### config.mk
export PLATFORM = sky130hd
export DESIGN_NAME = icmpchk_core
export DESIGN_NICKNAME = d
export VERILOG_FILES = /design/src/icmpchk_pkg.sv /design/src/icmpchk_core.sv
export SDC_FILE = /design/constraint.sdc
export NUM_CORES = 1
export LEC_CHECK = 0
export ABC_CLOCK_PERIOD_IN_PS = 12800
export BUFFER_PORTS_ARGS = -buffer_cell sky130_fd_sc_hd__buf_4
export CAP_MARGIN = 20
export CELL_PAD_IN_SITES_DETAIL_PLACEMENT = 0
export CELL_PAD_IN_SITES_GLOBAL_PLACEMENT = 1
export CORE_MARGIN = 3
export CORE_UTILIZATION = 40
export DETAILED_ROUTE_END_ITERATION = 12
export PLACE_DENSITY = 0.76
export SETUP_SLACK_MARGIN = 0.05
export SLEW_MARGIN = 0
export SYNTH_ARGS = -nofsm -noshare
export SYNTH_HDL_FRONTEND = slang
export SYNTH_SLANG_ARGS = --single-unit
### constraint.sdc
create_clock -name i_clk -period 12.8 [get_ports i_clk]
set_clock_uncertainty 0.2 [all_clocks]
set_input_delay 1.28 -clock i_clk [delete_from_list [all_inputs] [get_ports i_clk]]
set_output_delay 1.28 -clock i_clk [all_outputs]
set_load 0.02 [all_outputs]
### src/icmpchk_pkg.sv
// Package for the ICMP echo reply checker: constants, types and the
// ones-complement add used by the per-byte datapath.
// No dependencies.
`timescale 1ns / 1ps
`default_nettype none

package icmpchk_pkg;

    // longest datagram taken; longer ones are rejected
    localparam int MAX_PACKET_BYTES = 2048;
    localparam int POS_W = $clog2(MAX_PACKET_BYTES + 1);
    // compare width: wide enough for a 16-bit length field and any count
    localparam int CMP_W = 17;

    // protocol constants
    localparam logic [3:0]  IP_VERSION    = 4'd4;
    localparam int          IP_HDR_MIN    = 20;
    localparam int          ICMP_HDR_LEN  = 8;
    localparam int          MIN_DGRAM_LEN = IP_HDR_MIN + ICMP_HDR_LEN;
    localparam logic [15:0] FRAG_DF       = 16'h4000;
    localparam logic [7:0]  FRAG_HI_MASK  = ~FRAG_DF[15:8];
    localparam logic [7:0]  PROTO_ICMP    = 8'd1;
    localparam logic [15:0] SUM_OK        = 16'hffff;

    // IP header byte positions
    localparam int POS_VER_IHL = 0;
    localparam int POS_TLEN_HI = 2;
    localparam int POS_TLEN_LO = 3;
    localparam int POS_FRAG_HI = 6;
    localparam int POS_FRAG_LO = 7;
    localparam int POS_PROTO   = 9;
    localparam int POS_SRC_LO  = 12;
    localparam int POS_SRC_HI  = 15;

    // ICMP header byte offsets
    localparam int ICMP_TYPE   = 0;
    localparam int ICMP_CODE   = 1;
    localparam int ICMP_ID_HI  = 4;
    localparam int ICMP_ID_LO  = 5;
    localparam int ICMP_SEQ_HI = 6;
    localparam int ICMP_SEQ_LO = 7;

    // configuration register indexes
    typedef enum logic [1:0] {
        CFG_GATEWAY = 2'd0,
        CFG_IDENT   = 2'd1,
        CFG_SEQ     = 2'd2
    } t_cfg_idx;

    typedef struct packed {
        logic [31:0] gateway;
        logic [15:0] ident;
        logic [15:0] seq;
    } t_cfg_regs;

    // 16-bit ones-complement add with end-around carry
    function automatic logic [15:0] oc_add(input logic [15:0] a, input logic [15:0] b);
        logic [16:0] s;
        s = {1'b0, a} + {1'b0, b};
        return s[15:0] + {15'b0, s[16]};
    endfunction

endpackage

`default_nettype wire

### src/icmpchk_core.sv
// Per-byte datagram state: field checks, running checksums, final verdict.
// Depends on icmpchk_pkg.
`timescale 1ns / 1ps
`default_nettype none

module icmpchk_core
    import icmpchk_pkg::*;
(
    input  wire logic      i_clk,
    input  wire logic      i_rst_n,
    input  wire logic      i_take,
    input  wire logic [7:0] i_byte,
    input  wire logic      i_last,
    input  wire t_cfg_regs i_cfg,
    output logic           o_match
);

    logic [POS_W-1:0] r_pos, n_pos;
    logic [5:0]       r_hdr_bytes, n_hdr_bytes;
    logic [15:0]      r_tot_len, n_tot_len;
    logic [15:0]      r_hdr_sum, n_hdr_sum;
    logic [15:0]      r_pay_sum, n_pay_sum;
    logic [7:0]       r_held, n_held;
    logic             r_reject, n_reject;

    logic [5:0]       hb_eff;
    logic [CMP_W-1:0] pos_c;
    logic [CMP_W-1:0] k;
    logic [15:0]      pad_sum;
    logic [15:0]      fin_sum;

    // per-byte checks and state update
    always_comb begin
        n_pos       = r_pos;
        n_hdr_bytes = r_hdr_bytes;
        n_tot_len   = r_tot_len;
        n_hdr_sum   = r_hdr_sum;
        n_pay_sum   = r_pay_sum;
        n_held      = r_held;
        n_reject    = r_reject;
        hb_eff      = r_hdr_bytes;
        pos_c       = CMP_W'(r_pos);
        k           = '0;

        if (r_pos >= POS_W'(MAX_PACKET_BYTES)) begin
            n_reject = 1'b1;
        end else begin
            // fixed IP header fields
            if (pos_c == CMP_W'(POS_VER_IHL)) begin
                if (i_byte[7:4] != IP_VERSION) n_reject = 1'b1;
                hb_eff      = {i_byte[3:0], 2'b00};
                n_hdr_bytes = hb_eff;
                if (hb_eff < 6'(IP_HDR_MIN)) n_reject = 1'b1;
            end else if (pos_c == CMP_W'(POS_TLEN_HI)) begin
                n_tot_len = {i_byte, 8'h00};
            end else if (pos_c == CMP_W'(POS_TLEN_LO)) begin
                n_tot_len = {r_tot_len[15:8], i_byte};
            end else if (pos_c == CMP_W'(POS_FRAG_HI)) begin
                if ((i_byte & FRAG_HI_MASK) != 8'h00) n_reject = 1'b1;
            end else if (pos_c == CMP_W'(POS_FRAG_LO)) begin
                if (i_byte != 8'h00) n_reject = 1'b1;
            end else if (pos_c == CMP_W'(POS_PROTO)) begin
                if (i_byte != PROTO_ICMP) n_reject = 1'b1;
            end else if (pos_c >= CMP_W'(POS_SRC_LO) && pos_c <= CMP_W'(POS_SRC_HI)) begin
                case (r_pos[1:0])
                    2'd0:    if (i_cfg.gateway[31:24] != i_byte) n_reject = 1'b1;
                    2'd1:    if (i_cfg.gateway[23:16] != i_byte) n_reject = 1'b1;
                    2'd2:    if (i_cfg.gateway[15:8]  != i_byte) n_reject = 1'b1;
                    default: if (i_cfg.gateway[7:0]   != i_byte) n_reject = 1'b1;
                endcase
            end

            // ICMP header fields, relative to the end of the IP header
            if (pos_c >= CMP_W'(hb_eff)) begin
                k = pos_c - CMP_W'(hb_eff);
                if (k == CMP_W'(ICMP_TYPE) || k == CMP_W'(ICMP_CODE)) begin
                    if (i_byte != 8'h00) n_reject = 1'b1;
                end else if (k == CMP_W'(ICMP_ID_HI)) begin
                    if (i_cfg.ident[15:8] != i_byte) n_reject = 1'b1;
                end else if (k == CMP_W'(ICMP_ID_LO)) begin
                    if (i_cfg.ident[7:0] != i_byte) n_reject = 1'b1;
                end else if (k == CMP_W'(ICMP_SEQ_HI)) begin
                    if (i_cfg.seq[15:8] != i_byte) n_reject = 1'b1;
                end else if (k == CMP_W'(ICMP_SEQ_LO)) begin
                    if (i_cfg.seq[7:0] != i_byte) n_reject = 1'b1;
                end
            end

            // running checksums, one 16-bit word per byte pair
            if (!r_pos[0]) begin
                n_held = i_byte;
            end else if (pos_c < CMP_W'(hb_eff)) begin
                n_hdr_sum = oc_add(r_hdr_sum, {r_held, i_byte});
            end else begin
                n_pay_sum = oc_add(r_pay_sum, {r_held, i_byte});
            end

            n_pos = r_pos + POS_W'(1);
        end
    end

    // verdict at the last byte; odd byte count pads the held byte with zero
    always_comb begin
        pad_sum = oc_add(n_pay_sum, {n_held, 8'h00});
        fin_sum = n_pos[0] ? pad_sum : n_pay_sum;
        o_match = !n_reject
               && (CMP_W'(n_pos) >= CMP_W'(MIN_DGRAM_LEN))
               && (CMP_W'(n_pos) >= CMP_W'(n_hdr_bytes) + CMP_W'(ICMP_HDR_LEN))
               && (CMP_W'(n_pos) == CMP_W'(n_tot_len))
               && (n_hdr_sum == SUM_OK)
               && (fin_sum == SUM_OK);
    end

    // datagram state, cleared after every last byte
    always_ff @(posedge i_clk) begin
        if (!i_rst_n || (i_take && i_last)) begin
            r_pos       <= '0;
            r_hdr_bytes <= '0;
            r_tot_len   <= '0;
            r_hdr_sum   <= '0;
            r_pay_sum   <= '0;
            r_held      <= '0;
            r_reject    <= 1'b0;
        end else if (i_take) begin
            r_pos       <= n_pos;
            r_hdr_bytes <= n_hdr_bytes;
            r_tot_len   <= n_tot_len;
            r_hdr_sum   <= n_hdr_sum;
            r_pay_sum   <= n_pay_sum;
            r_held      <= n_held;
            r_reject    <= n_reject;
        end
    end

endmodule

`default_nettype wire
==> impl_results.md <==
- Outcome: completed
- Via count: about 7700
- Layout cells sized above 1: 0.128
- Full die area: around 22000 um2
- Register area: roughly 1500 um2
- Number of synthesized flops with an enable pin: 0
- Hold Buf Count CTS: 0
- First-pass GRT wire length: 40300 um
- Combinational Power Share: 0.275
- Fill cells: a little over 2000
- Net Count, Synth: 1193
- Most common cell after layout, fill and taps aside: nor2_1
- Final period util: 0.808
- Vias in the first global route: around 7400
- CP required: 11.32 ns
- Fmax: 96.7 MHz
- Sequential power share: 0.362
- Unrepaired setup endpoints after global routing: false
- Minimum clock period after layout: 10.34 ns
- Slowest Stage Delay on Critical Path: between 0.4 and 0.5 ns
- Initial antenna violation count: 0
- Pint: between 0.4 and 0.5 mW
- Largest buffer count on any clock path: 2
- Multi-input gate area: 6310 um2
- Setup Total Neg Slack: 0 ns
- Async set-reset flop share out of synthesis: 0
- DIE HEIGHT: roughly 150 um
- Endpoints failing setup: 0
- Dpl hpwl: about 19000 um
- CTS tree: built
- Unique masters post-synth: 86
- Clock sinks: 75
- Register area share after synthesis: 0.184
- FF+latch count, synth: 75
- Largest net degree at the start of global routing: 73
- CTS HTree Levels: 3
- Max_slew headroom: 0.302
- Initial Utilization: 0.414
- Lkg Pwr: between 3 and 4 nW
- Layout area overhead: 11.8%
- Final Max Slew Viols: 0
- Most frequent cells in the layout: nor2_1, nand2_1, buf_4, dfxtp_1, xor2_1
- CP max FO: 19
- CP Launch Type: input port
- Routed len/inst: between 15 and 20 um
- Nets: between 1000 and 1500
- Slowest-stage cell, CP: a2111oi_2
- Total grt overflow: 0
- Top Ports: between 70 and 80
- Root Buffer: clkbuf_16
- Maxcap violations: 0
- Hold Vio Cnt, Final: 0
- Clock power frac: 0.363
- Total GRT Usage: 0.227
- Switching Fraction: 0.331
- Worst Hold Class: flip-flop to flip-flop
- Core area: between 15000 and 20000 um2
- Max rail drop VDD: roughly 0.000060 V
- Most Frequent Cell on Critical Path: ha_1
- ANT nets after route: 0
- GPL Wtd Cong: 0.850
- Class of the most critical setup path: input port to output pin
- Post-CTS Setup Bufs: 0
- Reg clk slew, reported paths: ~0.060 ns
- Clock Latency Late Sink: 0.35 ns
- Rows: 51
- Worst Tran Pin Value: 1.04 ns
- Arr. time, crit path: slightly below 9 ns
- Syn. warnings: 0
- Cts repair resizes: 0
- DRC violations left: 0
- Number of detailed-route iterations in the first pass: 8
- Cell Pwr Density: between 70 and 80 nW/um2
- Drt initial violations: around 520
- Top FF cell, synth: dfxtp_1
- Synth Cell Area: roughly 8200 um2
- Power Total: roughly 0.68 mW
- Via density: between 5 and 6
- Total CTS buffers: 9
- # diodes: 0
- Post-Route WL: about 25000 um
- Die W: 149 um
- Switching power total: between 0.2 and 0.25 mW
- CP Capture Type: output pin
- Cell count after synthesis: 1049
- Post-Syn Area per Cell: about 8 um2
- PortBufs: 76
## cell usage after synthesis, types with 5 or more instances
| cell | number | area, um2 |
|---|---|---|
| nor2_1 | 121 | 454 |
| nand2_1 | 102 | 383 |
| dfxtp_1 | 75 | 1500 |
| xor2_1 | 71 | 622 |
| ha_1 | 64 | 801 |
| xnor2_1 | 60 | 526 |
| mux2i_1 | 52 | 521 |
| a21oi_1 | 51 | 255 |
| clkbuf_1 | 40 | 150 |
| nand3_1 | 33 | 165 |
| inv_1 | 30 | 113 |
| o21ai_0 | 29 | 145 |
| nor3_1 | 24 | 120 |
| a211oi_1 | 19 | 143 |
| nand4_1 | 19 | 119 |
| nor4_1 | 17 | 106 |
| a21o_1 | 15 | 113 |
| mux2_2 | 14 | 158 |
| and2_1 | 13 | 81.3 |
| and3_1 | 12 | 75.1 |
| nand2b_1 | 12 | 75.1 |
| nor2b_1 | 12 | 75.1 |
| a31oi_1 | 10 | 62.6 |
| o21a_1 | 10 | 75.1 |
| a222oi_1 | 8 | 80.1 |
| a22oi_1 | 7 | 52.6 |
| o21bai_1 | 7 | 52.6 |
| buf_2 | 6 | 30.0 |
| a311oi_1 | 5 | 43.8 |
| o211ai_1 | 5 | 37.5 |
| o21ai_1 | 5 | 25.0 |
| o31ai_1 | 5 | 37.5 |
| or3_1 | 5 | 31.3 |
## flip-flops by register name (all words and copies together) (netlist names)
| signal | cells |
|---|---|
| r_hdr_sum | 16 |
| r_pos | 12 |
| r_reject | 1 |
| r_held | 8 |
| r_hdr_bytes | 6 |
| r_tot_len | 16 |
| r_pay_sum | 16 |
## power groups by stage
stage	clock network, mW	logic, mW	registers [mW]
finish	0.246	0.186	0.245
global route	0.261	0.207	0.246
CTS	0.251	0.186	0.245
detailed placement	0	0.185	0.250
global placement	0	0.184	0.250
floorplan	0	0.130	0.247
## area by class of cell
class / count / area share
clock inverter: 6 / 0.00451
tap: 265 / 0.0363
clock buffer: 10 / 0.0261
sequential: 75 / 0.164
inverter: 31 / 0.0127
timing repair buffer: 80 / 0.0657
multi-input combinational: 888 / 0.691
## routing by layer
metal / vias to the layer above / wire length [um] / global-route usage
met4: 0 / 383 / 0.0467
li1: 3863 / - / -
met2: 144 / 11500 / 0.366
met1: 3617 / 11900 / 0.323
met5: - / 0 / 0
met3: 26 / 1020 / 0.0340
## kinds of logic (layout without fill, tap and decap cells)
family,after synthesis,after routing,synth area share
multiplexers,66,66,0.0829
buffers and inverters,86,127,0.0450
AO/OA/AOI/OAI,219,219,0.191
adder cells (fa/ha/maj),68,68,0.108
XOR/XNOR,131,131,0.140
AND/OR/NAND/NOR,404,404,0.249
flip-flops,75,75,0.184
## per-stage QoR
stage / util / hold slack, ns / std cells / setup slack (ns) / cell area (um2)
5_1_grt: 0.462 / 0.275 / 1355 / 1.66 / 9150
4_1_cts: 0.462 / 0.252 / 1355 / 2.43 / 9150
6_report: 0.462 / 0.250 / 1355 / 2.46 / 9150
3_3_place_gp: 0.448 / 0.242 / 1339 / 2.63 / 8860
2_1_floorplan: - / 0.231 / 1049 / 3.61 / 8180
3_5_place_dp: 0.448 / 0.246 / 1339 / 2.43 / 8860
## final timing paths
path	start	to	slack [ns]	depth (start not counted)
setup / recovery	i_byte[0]	o_match	2.46	38
setup reg to reg	r_pos[0]	r_hdr_sum[6]	7.79	12
hold reg to reg	r_tot_len[13]	r_tot_len[13]	0.25	2
hold / removal	r_tot_len[13]	r_tot_len[13]	0.25	2
## critical path, delay by kind of cell
family / cells / cell delay [ns]
AOI/OAI and AO/OA: 16 / 3.12
xor gates and xnor gates: 1 / 0.18
adders and majority gates: 8 / 2.26
buffers and inverters: 2 / 0.43
and+or+nand+nor: 11 / 1.59
Power figures use the tool's default switching activity.
